<file path="config.mk">
export PLATFORM = sky130hd
export DESIGN_NAME = keypad_combination_lock
export DESIGN_NICKNAME = d
export VERILOG_FILES = /design/src/sv/kcl_pkg.sv /design/src/sv/keypad_combination_lock.sv /design/src/sv/kcl_core.sv
export SDC_FILE = /design/constraint.sdc
export NUM_CORES = 1
export LEC_CHECK = 0
export ABC_AREA = 1
export ABC_CLOCK_PERIOD_IN_PS = 4500
export BUFFER_PORTS_ARGS = -buffer_cell sky130_fd_sc_hd__buf_2
export CAP_MARGIN = 20
export CORE_MARGIN = 3
export CORE_UTILIZATION = 54
export DETAILED_ROUTE_END_ITERATION = 16
export MAX_ROUTING_LAYER = met4
export PLACE_DENSITY = 0.68
export RECOVER_POWER = 50
export SYNTH_ARGS = -nofsm -noshare
export SYNTH_HDL_FRONTEND = slang
export SYNTH_SLANG_ARGS = --single-unit
</file>
<file path="constraint.sdc">
create_clock -name aclk -period 4.5 [get_ports aclk]
set_input_delay 0.45 -clock aclk [delete_from_list [all_inputs] [get_ports aclk]]
set_output_delay 0.45 -clock aclk [all_outputs]
set_load 0.1 [all_outputs]
</file>
<file path="src/sv/kcl_pkg.sv">
// ----------------------------------------------------------------------------
// kcl_pkg: shared types and constants of the keypad combination lock
// Key codes, event codes, lock modes and the result record.
// ----------------------------------------------------------------------------
`default_nettype none

package kcl_pkg;

    localparam int DIGITS_DEFAULT = 4;

    localparam logic [7:0] KEY_NONE   = 8'd255;
    localparam logic [7:0] KEY_IGNORE = 8'd78;   // 'N'
    localparam logic [7:0] KEY_CHANGE = 8'd67;   // 'C'
    localparam logic [7:0] KEY_OPEN   = 8'd79;   // 'O'
    localparam logic [7:0] DIGIT_BASE = 8'd48;   // '0'

    typedef enum logic [2:0] {
        EV_ECHO    = 3'd0,
        EV_MENU    = 3'd1,
        EV_WRONG   = 3'd2,
        EV_CONFIRM = 3'd3,
        EV_CHANGED = 3'd4,
        EV_NEW     = 3'd5,
        EV_OPENED  = 3'd6,
        EV_ERROR   = 3'd7
    } event_t;

    typedef enum logic [2:0] {
        MODE_VERIFY  = 3'b001,
        MODE_NEW     = 3'b010,
        MODE_CONFIRM = 3'b100
    } mode_t;

    typedef struct packed {
        logic       has_result;
        event_t     event_res;
        logic [7:0] echo_char;
        logic [1:0] digit_position;
        logic       unlock;
    } result_t;

endpackage

`default_nettype wire

</file>
<file path="src/sv/keypad_combination_lock.sv">
// ----------------------------------------------------------------------------
// keypad_combination_lock: four-digit keypad lock with password change menu
// Input register, combinational key decode, result register.
// ----------------------------------------------------------------------------
// One keypad code per transfer; the block takes a new code every cycle unless
// a waiting result holds it back. Each code leaves as a result through the
// input and then the result register, or leaves none for "no key" (255) or 'N'.
// Digits are echoed as entered; the last digit of an entry reports menu,
// wrong, confirm prompt or changed depending on the lock mode. With the menu
// open, 'C' starts a password change, 'O' pulses unlock and any other key
// reports an error. The stored password resets to 0xFF in every digit. The
// input register can still take a code while a result waits on m_ready, so the
// two sides are decoupled by one item; rate is one transfer per cycle while no
// result is held back, set by the single decode step between the two registers.
`default_nettype none

module keypad_combination_lock #(
    parameter int DIGITS = kcl_pkg::DIGITS_DEFAULT
) (
    input  wire logic       aclk,
    input  wire logic       aresetn,
    input  wire logic       s_valid,
    output      logic       s_ready,
    input  wire logic [7:0] s_key_code,
    output      logic       m_valid,
    input  wire logic       m_ready,
    output      logic [2:0] m_event_res,
    output      logic [7:0] m_echo_char,
    output      logic [1:0] m_digit_position,
    output      logic       m_unlock
);

    logic             in_valid_reg;
    logic [7:0]       in_key_reg;
    logic             out_valid_reg;
    kcl_pkg::result_t out_reg;
    kcl_pkg::result_t result;
    logic             out_free;
    logic             advance;

    // Result register can load when empty or being drained this cycle
    assign out_free = !out_valid_reg || m_ready;
    // Ignored keys retire without needing result space
    assign advance  = in_valid_reg && (!result.has_result || out_free);
    assign s_ready  = !in_valid_reg || advance;

    kcl_core #(
        .DIGITS (DIGITS)
    ) u_core (
        .aclk     (aclk),
        .aresetn  (aresetn),
        .step     (advance),
        .key_code (in_key_reg),
        .result   (result)
    );

    // Input register: hold the code until the decode step retires it
    always_ff @(posedge aclk) begin
        if (!aresetn) begin
            in_valid_reg <= 1'b0;
        end else if (s_ready) begin
            in_valid_reg <= s_valid;
        end
    end

    always_ff @(posedge aclk) begin
        if (s_ready && s_valid) begin
            in_key_reg <= s_key_code;
        end
    end

    // Result register: load on a producing step, drop on transfer
    always_ff @(posedge aclk) begin
        if (!aresetn) begin
            out_valid_reg <= 1'b0;
        end else if (advance && result.has_result) begin
            out_valid_reg <= 1'b1;
        end else if (m_ready) begin
            out_valid_reg <= 1'b0;
        end
    end

    always_ff @(posedge aclk) begin
        if (advance && result.has_result) begin
            out_reg <= result;
        end
    end

    assign m_valid          = out_valid_reg;
    assign m_event_res      = out_reg.event_res;
    assign m_echo_char      = out_reg.echo_char;
    assign m_digit_position = out_reg.digit_position;
    assign m_unlock         = out_reg.unlock;

endmodule

`default_nettype wire

</file>
<file path="src/sv/kcl_core.sv">
// ----------------------------------------------------------------------------
// kcl_core: lock state and per-key decision logic
// Holds mode, entry count and the digit stores; decodes one key per step.
// ----------------------------------------------------------------------------
`default_nettype none

module kcl_core #(
    parameter int DIGITS = kcl_pkg::DIGITS_DEFAULT
) (
    input  wire logic             aclk,
    input  wire logic             aresetn,
    input  wire logic             step,
    input  wire logic [7:0]       key_code,
    output kcl_pkg::result_t      result
);

    localparam int CNT_W = $clog2(DIGITS + 1);
    localparam int POS_W = (DIGITS > 1) ? $clog2(DIGITS) : 1;
    localparam logic [CNT_W-1:0] CNT_FULL = CNT_W'(DIGITS);
    localparam logic [CNT_W-1:0] CNT_LAST = CNT_W'(DIGITS - 1);

    kcl_pkg::mode_t   mode_reg, mode_next;
    logic [CNT_W-1:0] cnt_reg, cnt_next;
    logic [7:0]       entered_reg [DIGITS];
    logic [7:0]       pending_reg [DIGITS];
    logic [7:0]       stored_reg  [DIGITS];
    logic [7:0]       entry_vec   [DIGITS];

    logic             digit_we, pending_we, stored_we;
    logic [7:0]       digit_val;
    logic [POS_W-1:0] idx;
    logic [CNT_W+1:0] cnt_ext;
    logic             match_stored, match_pending;
    logic             has_key;

    assign has_key   = (key_code != kcl_pkg::KEY_NONE) && (key_code != kcl_pkg::KEY_IGNORE);
    assign digit_val = key_code - kcl_pkg::DIGIT_BASE;
    assign idx       = cnt_reg[POS_W-1:0];
    assign cnt_ext   = {2'b00, cnt_reg};

    // Full entry with the current key merged at its position
    always_comb begin
        for (int i = 0; i < DIGITS; i++) begin
            entry_vec[i] = (idx == POS_W'(i)) ? digit_val : entered_reg[i];
        end
    end

    always_comb begin
        match_stored  = 1'b1;
        match_pending = 1'b1;
        for (int i = 0; i < DIGITS; i++) begin
            if (entry_vec[i] != stored_reg[i]) begin
                match_stored = 1'b0;
            end
            if (entry_vec[i] != pending_reg[i]) begin
                match_pending = 1'b0;
            end
        end
    end

    always_comb begin
        mode_next  = mode_reg;
        cnt_next   = cnt_reg;
        digit_we   = 1'b0;
        pending_we = 1'b0;
        stored_we  = 1'b0;
        result     = '{has_result: has_key, event_res: kcl_pkg::EV_ECHO,
                       echo_char: 8'd0, digit_position: 2'd0, unlock: 1'b0};
        if (has_key) begin
            if (cnt_reg >= CNT_FULL) begin
                // menu open: one command key, then back to entry
                cnt_next = '0;
                priority if (key_code == kcl_pkg::KEY_CHANGE) begin
                    mode_next        = kcl_pkg::MODE_NEW;
                    result.event_res = kcl_pkg::EV_NEW;
                end else if (key_code == kcl_pkg::KEY_OPEN) begin
                    result.event_res = kcl_pkg::EV_OPENED;
                    result.unlock    = 1'b1;
                end else begin
                    result.event_res = kcl_pkg::EV_ERROR;
                end
            end else begin
                digit_we              = 1'b1;
                result.echo_char      = key_code;
                result.digit_position = cnt_ext[1:0];
                if (cnt_reg != CNT_LAST) begin
                    cnt_next = cnt_reg + 1'b1;
                end else begin
                    unique case (mode_reg)
                        kcl_pkg::MODE_VERIFY: begin
                            if (match_stored) begin
                                cnt_next         = CNT_FULL;
                                result.event_res = kcl_pkg::EV_MENU;
                            end else begin
                                cnt_next         = '0;
                                result.event_res = kcl_pkg::EV_WRONG;
                            end
                        end
                        kcl_pkg::MODE_NEW: begin
                            pending_we       = 1'b1;
                            mode_next        = kcl_pkg::MODE_CONFIRM;
                            cnt_next         = '0;
                            result.event_res = kcl_pkg::EV_CONFIRM;
                        end
                        kcl_pkg::MODE_CONFIRM: begin
                            cnt_next = '0;
                            if (match_pending) begin
                                stored_we        = 1'b1;
                                mode_next        = kcl_pkg::MODE_VERIFY;
                                result.event_res = kcl_pkg::EV_CHANGED;
                            end else begin
                                mode_next        = kcl_pkg::MODE_NEW;
                                result.event_res = kcl_pkg::EV_WRONG;
                            end
                        end
                        default: begin
                            result.event_res = kcl_pkg::EV_ECHO;
                        end
                    endcase
                end
            end
        end
    end

    always_ff @(posedge aclk) begin
        if (!aresetn) begin
            mode_reg <= kcl_pkg::MODE_VERIFY;
            cnt_reg  <= '0;
            for (int i = 0; i < DIGITS; i++) begin
                stored_reg[i] <= 8'hFF;
            end
        end else if (step) begin
            mode_reg <= mode_next;
            cnt_reg  <= cnt_next;
            if (stored_we) begin
                for (int i = 0; i < DIGITS; i++) begin
                    stored_reg[i] <= pending_reg[i];
                end
            end
        end
    end

    // digit stores: no reset, always written before read
    always_ff @(posedge aclk) begin
        if (step && digit_we) begin
            entered_reg[idx] <= digit_val;
        end
        if (step && pending_we) begin
            for (int i = 0; i < DIGITS; i++) begin
                pending_reg[i] <= entry_vec[i];
            end
        end
    end

endmodule

`default_nettype wire
</file>
==> results.md, run 1 <==
- The run finished with clean final reports.
- Synthesis produced a netlist with a net count of 721.
- For this design the ratio of total power to cell area is 412 nW/um2.
- The post-synthesis cell count is about 700.
- The number of hold violations in the final report is 0.
- The quantity of hold-fixing buffers added after cts is 0.
- The most used flip-flop cell after synthesis is edfxtp_1.
- After legalization and detailed placement, the total HPWL measured 10.2 mm.
- STA classifies the critical path endpoint as a flip-flop.
- The TritonCTS clock tree is done.
- After clock tree synthesis, the repair step resized 0 gates.
- The first routing iteration left between 400 and 500 violations.
- The unique cell type count in the Yosys netlist is 31.
- The H-tree depth is 4.
- The antenna diode count is 0.
- Summed over all layers, the global routing overflow is 0.
- The source-to-sink clock delay at the later pin of the worst-skew pair is between 0.4 and 0.5 ns.
- The first-pass iteration count of the detailed router is 5.
- The overall power after layout is between 2 and 3 mW.
- The count of unresolved DRC violations after routing is 0.
- Entering global routing, the biggest net connects a little over 40 pins.
- The first global-routing pass estimated ~25 mm of wire.
- In this run the post-CTS setup repair buffer count came out at 0.
- The most critical setup path has its startpoint at u_core.cnt_reg[0].
- The final weighted congestion of routability-driven global placement is a little under 0.9.
- Setup violations remaining at the end of the flow were counted as 0.
- Ranked by total cell area, the synthesized netlist is headed by edfxtp_1, nand2_1, nand3_1.
- The total of buffers placed on input and output ports is 27.
- The cell with the most instances after synthesis is nand2_1.
- The worst endpoint required time is between 4 and 5 ns.
- The worst setup path is of the reg -> reg kind.
- The placed instances occupy a cell area of about 6600 um2.
- The classification of the worst-slack hold path is in -> reg.
- The tool flagged a number of max-cap violations equal to 0.
- Data arrives at the worst endpoint at 3.79 ns.
- The share of synthesized area in the top cell type comes to 0.557.
- The maximum ir drop on the vdd rail is between 0.2 and 0.3 mV.
- CTS saw 126 sinks.
- The total count of max-transition violations in the final report is 0.
- The dominant cell type by count on the critical path is nand2_1.
- After synthesis the netlist holds a flip-flop and latch count of 126.
- For the pin with the worst max-slew slack, the measured transition is around 1.2 ns.
- The placed instance count is 864.
- Of all flip-flops after synthesis, the portion carrying an async set or reset was 0.
- By count the netlist is led by nand2_1, edfxtp_1, inv_1.
- The standby leakage power is 3.12 nW.
- The clock tree root buffer cell is clkbuf_16.
- Across all hold checks on the routed design, the worst slack comes to 0.198 ns.
- The total detailed-routing wirelength is 15.3 mm.
- For this configuration, the core starts out at a cell density of 0.555.
- The final layout contains 758 nets.
- The total area inside the core boundary comes to 11500 um2.
- The die width is 115 um.
- The via total after detailed routing is 4945.
- From bottom edge to top edge, the die measures 115 um.
- The initialized floorplan defines 39 standard-cell rows.
- The average instance in the mapped netlist occupies approximately 9.1 um2.
- The critical path capture point is u_core.stored_reg[0][16].
- In this run the tightest slew margin relative to its limit is 0.215.
- After detailed routing, the average wire length per cell comes to 17.0 um.
- Compared with the post-synthesis result, the final layout area differs by 12.2%.
- Dividing the final minimum period by the clock period gives 0.816.
- In this run the critical register-to-register path is captured at u_core.stored_reg[0][16].
- Setup repair after global routing left no endpoint under its margin.
- The worst setup slack for register-to-register paths is 0.83 ns.
- The fmax is 0.272 GHz.
- For the worst flop-to-flop path, the logic depth is 16.
- In this run, synthesis inferred 118 flip-flops with an integrated enable.
- The final worst clock skew is 0.0126 ns.
- Yosys printed 0 warnings.
- No sink is reached through more buffers than the 2 on the longest clock path.
- In the final timing run, aggregate negative setup slack is 0 ns.
- Of the cells placed in the final design, the portion with a size suffix greater than 1 is 0.0810.
- Counting I/O delays and the setup requirement, the final critical path takes 3.67 ns.
- The per-cell via count in the routed design is 5.52.
- Across all setup checks in the final design, the least slack found is 0.828 ns.
- The CTS clock-pin slew for the worst setup and hold paths is approximately 0.06 ns.
- The share of the core filled with cells in the final layout is 0.623.
- The maximum fanout encountered on the critical timing path is 27.
- The total die area is 13100 um2.
- The library cell contributing the largest single delay on the critical path is clkbuf_1.
- The number of buffers added by the clock tree synthesis step is 17.
- The detail route stage leaves a number of antenna-violating nets equal to 0.
- The final cell count without fillers is 896.
- The global-route usage over all layers is 0.260.
- The post-layout instance area is 7140 um2.
- The synthesized design spends more area on one cell type than any other, namely edfxtp_1.
- In this run the cell area of the synthesized design comes to 6360 um2.
- The worst slack at placement is 1.03 ns.
- Counting instances, the worst hold path has a depth of 1.
- In this run the critical register-to-register path is launched from u_core.cnt_reg[0].
- 28 I/O pins were placed.
- The number of global-route vias before repair was 4767.
- The sequential share of the synthesized area is 0.582.
- The worst setup path is launched from a flip-flop.
- Walking the worst path, the cells encountered are inv_1, ha_1, clkbuf_1, inv_2, nand2_1, nand2_1, nand2_1, nand2_1, nor2_1, nand3_1, nor2_1, nand3_1, nor3_4, nand2_1, nand2_1, buf_12.
- For this run, the slowest stage of the critical path takes 0.59 ns.
- The number of antenna violations at the first check in global routing is 0.
[kinds of logic (layout without fill, tap and decap cells)]
kind of cell | after synthesis | count (layout) | share of synthesized area
DFF | 126 | 126 | 0.582
xor gates and xnor gates | 8 | 8 | 0.0110
adders and majority gates | 6 | 6 | 0.0118
AOI/OAI and AO/OA | 17 | 17 | 0.0149
buffers and inverters | 113 | 163 | 0.0749
and+or+nand+nor | 433 | 433 | 0.305
[worst min-delay path by stage]
stage | from | to
floorplan | u_core.mode_reg[2] | u_core.mode_reg[2]
global placement | u_core.mode_reg[2] | u_core.mode_reg[2]
detailed placement | u_core.mode_reg[2] | u_core.mode_reg[2]
CTS | s_key_code[5] | in_key_reg[5]
global route | s_key_code[2] | in_key_reg[2]
finish | s_key_code[5] | in_key_reg[5]
[metal layers]
metal | global-route usage | vias to the layer above | routed length, um
met5 | - | - | 0
met4 | 0.0958 | 0 | 244
met3 | 0.0814 | 24 | 1050
met2 | 0.392 | 190 | 7130
met1 | 0.331 | 2324 | 6840
li1 | - | 2407 | -
[cells in the final DEF, fill, tap and decap left out]
| cell type | Yosys | final |
|---|---|---|
| inv_2 | 4 | 2 |
| nor3_4 | 1 | 1 |
| clkbuf_1 | 3 | 18 |
| or2_2 | 6 | 6 |
| nand2_4 | 2 | 2 |
| clkinvlp_4 | 0 | 2 |
| buf_4 | 3 | 4 |
| nor3_1 | 5 | 5 |
| a21oi_1 | 8 | 8 |
| o21a_1 | 2 | 2 |
| clkinv_1 | 1 | 4 |
| xnor2_1 | 1 | 1 |
| ha_1 | 6 | 6 |
| edfxtp_1 | 118 | 118 |
| nand3_1 | 76 | 77 |
| buf_2 | 3 | 12 |
| clkinv_4 | 0 | 2 |
| nor2_1 | 56 | 56 |
| nor2_2 | 1 | 1 |
| nand4_2 | 1 | 1 |
| xor2_1 | 7 | 7 |
| a211oi_1 | 1 | 1 |
| nand2_1 | 227 | 232 |
| clkbuf_16 | 0 | 17 |
| nand4_1 | 36 | 36 |
| inv_1 | 93 | 95 |
| clkinv_2 | 0 | 4 |
| nand2_2 | 9 | 4 |
| bufinv_16 | 0 | 2 |
| buf_12 | 0 | 1 |
| nand3b_1 | 12 | 12 |
| a31oi_1 | 2 | 2 |
| o21ai_0 | 4 | 4 |
| dfxtp_1 | 8 | 8 |
[where the power goes]
group          switching [mW]  total, mW  internal [mW]
Sequential             0.0269       1.35           1.33
Clock                   0.502       1.31          0.804
Combinational           0.217      0.288         0.0704
[area by class of cell]
cell class | instances | area [um2]
fillers | 933 | 4320
flip-flops and latches | 126 | 3700
multi-input cells | 464 | 2170
clock buffers | 19 | 433
inverters | 98 | 368
well taps | 143 | 179
repair buffers | 33 | 170
clock inverters | 13 | 124
[critical path: cells and delay by family (launching register included)]
| kind | cells | cell delay, ns |
|---|---|---|
| adders and majority gates | 1 | 0.17 |
| buffers and inverters | 4 | 1.23 |
| DFF | 1 | 0.33 |
| and+or+nand+nor | 11 | 1.61 |
No activity file was read; power rests on OpenSTA's default activity.
==> run 2: changes to the inputs <==
- ABC_CLOCK_PERIOD_IN_PS: 4500 -> 3250
- PLACE_DENSITY: 0.68 -> 0.71
- clock period: 4.5 -> 3.25 ns (I/O delays scaled with it)
==> run 2 against run 1 <==
Cell area grew 2.4%. Critical path type unchanged. Register-to-register slack worse by 0.59 ns. Final cell count rose by 1.2%. Clock power is 51% higher. Count of clock-buffer cells in the layout fell by 2. Largest power group is now clock. Wire length is 2.2% higher. Via count grew 2.3%. Combinational power grew 44%. Flip-flop and latch count is the same. Sequential power increased by 39%. Power up 45%. Largest cell class unchanged. First-iteration DRC count is 24% higher.
==> results.md, run 2 (same netlist as run 1, synthesis figures left out) <==
- The maximum ir drop on the vdd rail is 0.403 mV (was 0.296 mV).
- The total global routing overflow came to 0 (unchanged).
- The most common library cell in the layout ignoring fill and taps is nand2_1 (unchanged).
- The dominant cell type by count on the critical path is nand2_1 (unchanged).
- The worst setup slack for register-to-register paths is 0.24 ns (was 0.83 ns).
- The largest net degree at the start of global routing is 41 (unchanged).
- The area taken by multi-input logic gates is 2180 um2 (was 2170 um2).
- The terminus of the critical flop-to-flop path was u_core.stored_reg[0][1] (was u_core.stored_reg[0][16]).
- RSZ-0062 raised after global routing: no (unchanged).
- The share of total power in combinational logic is 0.097 (was 0.098).
- The worst reg2reg path startpoint is in_key_reg[5] (was u_core.cnt_reg[0]).
- The share of layout cells above drive strength 1 is 0.103 (was 0.0810).
- The transition time at the pin with the least slew margin came to 1.18 ns (about the same).
- The layout-stage area growth over the synthesis result was 15.0% (was 12.2%).
- The origin of the worst min-delay path is s_key_code[5] (unchanged).
- The worst endpoint required time came to 3.38 ns (was 4.62 ns).
- The clock tree root buffer cell is clkbuf_16 (unchanged).
- Commonest non-fill, non-tap cells in the layout: nand2_1, edfxtp_1, inv_1, nand3_1, nor2_1 (unchanged).
- The fraction of the cycle the final worst path needs is 0.926 (was 0.816).
- The number of buffers added by the clock tree synthesis step came to 17 (unchanged).
- The wire length per cell is 17.2 um (was 17.0 um).
- The TritonCTS clock tree is done (unchanged).
- The count of unresolved DRC violations after routing is 0 (unchanged).
- The standby leakage power is 3.21 nW (was 3.12 nW).
- The post-CTS setup buffer count is 0 (unchanged).
- The number of sinks handled by clock tree synthesis is 126 (unchanged).
- The core area came to 11500 um2 (unchanged).
- The number of cells on the worst hold path is 1 (unchanged).
- The end point of the most critical hold path is in_key_reg[5] (unchanged).
- The number of antenna violations at the first check in global routing was 0 (unchanged).
- The maximum count of clock buffers along a single path is 2 (unchanged).
- The final number of setup-violating endpoints was 0 (unchanged).
- The worst slack at placement is 0.157 ns (was 1.03 ns).
- The total of buffers placed on input and output ports is 27 (unchanged).
- The CTS clock-pin slew for the worst setup and hold paths is 0.06 ns (about the same).
- The power density relative to cell area is 582 nW/um2 (was 412 nW/um2).
- The combined buffer and inverter count along the critical path is 2 (was 4).
- The number of placement rows came to 39 (unchanged).
- The final worst clock skew is 0.00778 ns (was 0.0126 ns).
- The total negative slack was 0 ns (unchanged).
- The fraction of power consumed by the clock network is 0.464 (was 0.443).
- The total count of max-transition violations in the final report is 0 (unchanged).
- The y dimension of the die came to 115 um (unchanged).
- The DRC marker count from the first detailed-route iteration is 569 (was 459).
- The antenna diode count was 0 (unchanged).
- The number of global-route vias before repair came to 4770 (was 4767).
- The critical path endpoint category is a flip-flop (unchanged).
- The starting density of the core was 0.555 (unchanged).
- The shortest period the worst path allows is 3.01 ns (was 3.67 ns).
- The global-route wire length before repair was 24.8 mm (was 24.7 mm).
- The maximum fanout encountered on the critical timing path was 18 (was 27).
- The largest stage delay on the critical path is 0.49 ns (was 0.59 ns).
- The first-pass iteration count of the detailed router was 5 (unchanged).
- The number of hold violations in the final report was 0 (unchanged).
- The area of all sequential standard cells is 3700 um2 (unchanged).
- The total detailed-routing wirelength was 15.6 mm (was 15.3 mm).
- The library cell contributing the largest single delay on the critical path is ha_1 (was clkbuf_1).
- The quantity of hold-fixing buffers added after cts was 0 (unchanged).
- The number of I/O pins is 28 (unchanged).
- The type of the setup path with the least slack is reg -> reg (unchanged).
- The total net switching power was 1.10 mW (was 746 uW).
- The H-tree depth came to 4 (unchanged).
- The global-route usage over all layers is 0.260 (about the same).
- The number of fill cells in the layout is 925 (was 933).
- The via total after detailed routing was 5057 (was 4945).
- The arrival time at the worst endpoint is 3.14 ns (was 3.79 ns).
- The final weighted congestion of routability-driven global placement was 0.867 (was 0.875).
- Status: completed (unchanged).
- The count of cells along the worst register-to-register path was 13 (was 16).
- The classification of the worst-slack hold path is in -> reg (unchanged).
- The source-to-sink clock delay at the later pin of the worst-skew pair is 0.42 ns (was 0.43 ns).
- The fmax was 0.332 GHz (was 0.272 GHz).
- The cell family contributing the most delay on the critical path is simple AND/OR/NAND/NOR gates (unchanged).
- The placed wire-length estimate is 10.5 mm (was 10.2 mm).
- The switching part of the total power is 0.259 (was 0.253).
- The startpoint class of the critical path is a flip-flop (unchanged).
- The die width is 115 um (unchanged).
- The remaining antenna violation count is 0 (unchanged).
- The setup slack of the critical path after layout is 0.240 ns (was 0.828 ns).
- The per-cell via count in the routed design came to 5.58 (was 5.52).
- CP Cell Sequence: inv_1, ha_1, nand2_1, nand3_1, nand2_1, a21oi_1, nand3_1, nor2_1, nand3_1, nor3_4, nand2_1, nand2_1, buf_12 (was inv_1, ha_1, clkbuf_1, inv_2, nand2_1, nand2_1, nand2_1, nand2_1, nor2_1, nand3_1, nor2_1, nand3_1, nor3_4, nand2_1, nand2_1, buf_12).
- The proportion of power drawn by flip-flops and latches is 0.439 (was 0.459).
- The internal portion of total power is 3.16 mW (was 2.20 mW).
- The tightest slew margin relative to the limit is 0.215 (about the same).
- The number of nets in the layout is 769 (was 758).
- The number of maximum-capacitance violations is 0 (unchanged).
- The total die area is 13100 um2 (unchanged).
run 2: cell types whose count changed in the layout (fill, tap and decap cells not counted), moves of 2 or more:
cell	delta
inv_6	+4
inv_1	-2
clkinv_2	-3
buf_12	+2
clkinv_1	-2
buf_4	+8
inv_2	+2
run 2: stage by stage:
step           instances  power [mW]  hold slack (ns)   util  cell area [um2]
2_1_floorplan        703        2.20            0.424      -             6370
4_1_cts              907        4.28           0.0598  0.642             7360
3_3_place_gp         875        2.31            0.471  0.588             6750
5_1_grt              907        4.41           0.0577  0.638             7320
6_report             907        4.26           0.0725  0.638             7320
3_5_place_dp         875        2.32            0.496  0.588             6750
run 2: per-layer routing:
metal | wire length [um] | GRT usage | vias up | share of wire
met5 | 0 | - | - | 0
met4 | 223 | 0.0950 | 0 | 0.014
met3 | 1140 | 0.0486 | 18 | 0.073
met2 | 7330 | 0.393 | 228 | 0.47
met1 | 6900 | 0.353 | 2371 | 0.44
li1 | - | - | 2440 | -
run 2: area by class of cell:
cell class / count / share of cell area
repair buffers: 44 / 0.0374
inverters: 98 / 0.0503
flip-flops and latches: 126 / 0.506
clock inverters: 15 / 0.0253
multi-input cells: 464 / 0.298
clock buffers: 17 / 0.0581
well taps: 143 / 0.0244
run 2: worst max path at each step:
stage | slack, ns | start | cells past startpoint | to
2_1_floorplan | 0.13 | in_key_reg[4] | 11 | u_core.pending_reg[0][0]
3_3_place_gp | 0.25 | u_core.cnt_reg[0] | 15 | u_core.stored_reg[0][12]
3_5_place_dp | 0.16 | u_core.cnt_reg[0] | 15 | u_core.stored_reg[0][8]
4_1_cts | 0.08 | u_core.cnt_reg[0] | 15 | u_core.stored_reg[0][1]
5_1_grt | 0.007 | u_core.cnt_reg[0] | 15 | u_core.stored_reg[0][1]
6_report | 0.24 | in_key_reg[5] | 13 | u_core.stored_reg[0][1]
run 2: worst register-to-register path, delay by kind of cell (launching register included):
family,cells,cell delay (ns)
simple gates,9,1.36
fa+ha+maj,1,0.50
flops,1,0.38
buf+inv,2,0.29
compound gates,1,0.19
run 2: timing repair:
action | 4_1_cts | 5_1_grt
gates resized for setup | 0 | 1
endpoints found under the setup margin | 0 | 57
endpoints found under the hold margin | 0 | 0
run 2: power groups by stage:
stage / sequential, mW / combinational (mW) / clock, mW
floorplan: 1.96 / 0.236 / 0
global placement: 1.90 / 0.407 / 0
detailed placement: 1.90 / 0.416 / 0
CTS: 1.87 / 0.418 / 1.99
global route: 1.88 / 0.456 / 2.07
finish: 1.87 / 0.414 / 1.98
==> run 3: changes to the inputs <==
- ABC_CLOCK_PERIOD_IN_PS: 3250 -> 2800
- PLACE_DENSITY: 0.71 -> 0.68
- SKIP_CTS_REPAIR_TIMING: default -> 1
- clock period: 3.25 -> 2.8 ns (I/O delays scaled with it)
==> run 3 against run 2 <==
First-iteration DRC count fell by 11%. Worst setup slack got worse by 0.13 ns. Utilization rose by 3.5 points. Largest cell class unchanged. Hold slack got worse by 0.041 ns. Non-clock buffer count rose by 28. Final cell count grew 3.1%. Combinational power up 35%. Count of clock-buffer cells in the layout rose by 2.
==> results.md, run 3 (same netlist as run 1, synthesis figures left out) <==
- The per-cell via count in the routed design is 5.64 (was 5.58).
- The global-route wire length before repair is 25.3 mm (was 24.8 mm).
- The arrival time at the worst endpoint is 2.83 ns (was 3.14 ns).
- The y dimension of the die came to 115 um (unchanged).
- The die width was 115 um (unchanged).
- The DRC marker count from the first detailed-route iteration was 505 (was 569).
- The count of unresolved DRC violations after routing came to 0 (unchanged).
- The largest net degree at the start of global routing is 41 (unchanged).
- The origin of the worst min-delay path is s_key_code[3] (was s_key_code[5]).
- The final weighted congestion of routability-driven global placement came to 0.949 (was 0.867).
- The CTS clock-pin slew for the worst setup and hold paths is 0.05 ns (was 0.06 ns).
- The antenna diode count is 0 (unchanged).
- The maximum ir drop on the vdd rail came to 0.637 mV (was 0.403 mV).
- The via total after detailed routing came to 5272 (was 5057).
- The setup slack of the critical path after layout came to 0.108 ns (was 0.240 ns).
- The first-pass iteration count of the detailed router is 6 (was 5).
- The classification of the worst-slack hold path is in -> reg (unchanged).
- The remaining antenna violation count is 0 (unchanged).
- The number of cells on the worst hold path is 1 (unchanged).
- The count of cells along the worst register-to-register path is 14 (was 13).
- The number of global-route vias before repair was 4871 (was 4770).
- The worst slack at placement is -0.0437 ns (was 0.157 ns).
- The most common library cell in the layout ignoring fill and taps is nand2_1 (unchanged).
- The share of layout cells above drive strength 1 was 0.176 (was 0.103).
- The maximum fanout encountered on the critical timing path was 9 (was 18).
- The power density relative to cell area is 646 nW/um2 (was 582 nW/um2).
- The maximum count of clock buffers along a single path is 2 (unchanged).
- The fmax is 0.371 GHz (was 0.332 GHz).
- The total count of max-transition violations in the final report is 0 (unchanged).
- The worst setup slack for register-to-register paths was 0.11 ns (was 0.24 ns).
- The H-tree depth is 4 (unchanged).
- The final number of setup-violating endpoints is 0 (unchanged).
- The wire length per cell is 18.0 um (was 17.2 um).
- The total detailed-routing wirelength is 16.8 mm (was 15.6 mm).
- The number of maximum-capacitance violations was 0 (unchanged).
- The number of antenna violations at the first check in global routing is 0 (unchanged).
- The layout-stage area growth over the synthesis result came to 21.2% (was 15.0%).
- The standby leakage power was 3.42 nW (was 3.21 nW).
- The placed wire-length estimate is 11.0 mm (was 10.5 mm).
- The end point of the most critical hold path is in_key_reg[3] (was in_key_reg[5]).
- The smallest hold slack is 0.0318 ns (was 0.0725 ns).
- The fraction of the cycle the final worst path needs is 0.961 (was 0.926).
- The total die area was 13100 um2 (unchanged).
- The source-to-sink clock delay at the later pin of the worst-skew pair is 0.42 ns (about the same).
- The number of sinks handled by clock tree synthesis came to 126 (unchanged).
- The core area is 11500 um2 (unchanged).
- The transition time at the pin with the least slew margin is 0.794 ns (was 1.18 ns).
- The shortest period the worst path allows is 2.69 ns (was 3.01 ns).
- The overall power after layout is 4.99 mW (was 4.26 mW).
- Commonest non-fill, non-tap cells in the layout: nand2_1, edfxtp_1, inv_1, nand3_1, nor2_1 (unchanged).
- Status: completed (unchanged).
- The worst endpoint required time came to 2.94 ns (was 3.38 ns).
- The terminus of the critical flop-to-flop path is u_core.stored_reg[0][10] (was u_core.stored_reg[0][1]).
- The global-route usage over all layers is 0.266 (was 0.260).
- The total of buffers placed on input and output ports came to 27 (unchanged).
- The critical path endpoint category is a flip-flop (unchanged).
- The clock tree root buffer cell is clkbuf_16 (unchanged).
- The final worst clock skew is 0.00880 ns (was 0.00778 ns).
- The type of the setup path with the least slack is reg -> reg (unchanged).
- The share of the core filled with cells in the final layout is 0.673 (was 0.638).
- The number of hold violations in the final report is 0 (unchanged).
- The worst reg2reg path startpoint is u_core.cnt_reg[1] (was in_key_reg[5]).
- The starting density of the core came to 0.555 (unchanged).
- The number of nets in the layout is 797 (was 769).
- The total global routing overflow is 0 (unchanged).
- The startpoint class of the critical path is a flip-flop (unchanged).
- The number of placement rows came to 39 (unchanged).
- The tightest slew margin relative to the limit is 0.469 (was 0.215).
- The TritonCTS clock tree is done (unchanged).
- The critical path startpoint is u_core.cnt_reg[1] (was in_key_reg[5]).
- The number of buffers added by the clock tree synthesis step came to 17 (unchanged).
- The number of I/O pins came to 28 (unchanged).
[run 3: cell types whose count changed in the layout (fill, tap and decap cells not counted), sizes merged]
| cell | previous run | this run |
|---|---|---|
| buf | 27 | 63 |
| bufinv | 3 | 4 |
| clkbuf | 34 | 28 |
| clkinv | 5 | 7 |
| clkinvlp | 3 | 2 |
| inv | 102 | 98 |
[run 3: critical path: stages, from the launching register on]
cell       delay (ns)
dfxtp_2          0.38
ha_1             0.26
inv_2            0.15
nand2_1          0.13
nand2_1          0.10
nand2_1          0.08
nand2_1          0.05
nor2_1           0.12
nand3_1          0.10
nor2_2           0.18
nand3_2          0.12
nor3_4           0.25
nand2_2          0.12
nand2_4          0.17
clkbuf_16        0.19
[run 3: worst max path at each step]
stage                                     to  slack [ns]  depth (start not counted)
finish              u_core.stored_reg[0][10]        0.11                         14
global route         u_core.stored_reg[0][8]       -0.07                         15
CTS                           m_event_res[1]        -0.1                         13
detailed placement  u_core.stored_reg[0][17]       -0.04                         13
global placement              m_event_res[1]       -0.07                         13
floorplan            u_core.stored_reg[0][0]       0.003                         13
[run 3: metal layers]
layer	GRT usage	up-vias	share of wire
met2	0.397	265	0.47
met1	0.351	2466	0.42
met5	-	-	0
met4	0.120	0	0.032
met3	0.0539	41	0.080
li1	-	2500	-
[run 3: power by group]
part	leakage (nW)	switching (mW)	total, mW	internal [mW]
clock	0.292	0.787	2.26	1.47
sequential	1.18	0.0362	2.17	2.13
combinational	1.95	0.389	0.558	0.169
total	3.42	1.21	4.99	3.77
[run 3: through the flow]
| step | TNS (ns) | area, um2 | std cells |
|---|---|---|---|
| after global placement | -0.0672 | 6850 | 888 |
| after CTS | -2.37 | 7450 | 920 |
| after detailed placement | -1.23 | 6850 | 888 |
| after floorplan | 0 | 6380 | 703 |
| after global routing | -1.76 | 7710 | 935 |
| final | 0 | 7710 | 935 |
[run 3: final cells by class]
| type | instances | area [um2] |
|---|---|---|
| Timing Repair Buffer | 72 | 576 |
| Clock buffer | 19 | 433 |
| Multi-Input combinational cell | 464 | 2280 |
| Inverter | 98 | 370 |
| Clock inverter | 13 | 171 |
| Tap cell | 143 | 179 |
| Fill cell | 863 | 3750 |
| Sequential cell | 126 | 3710 |
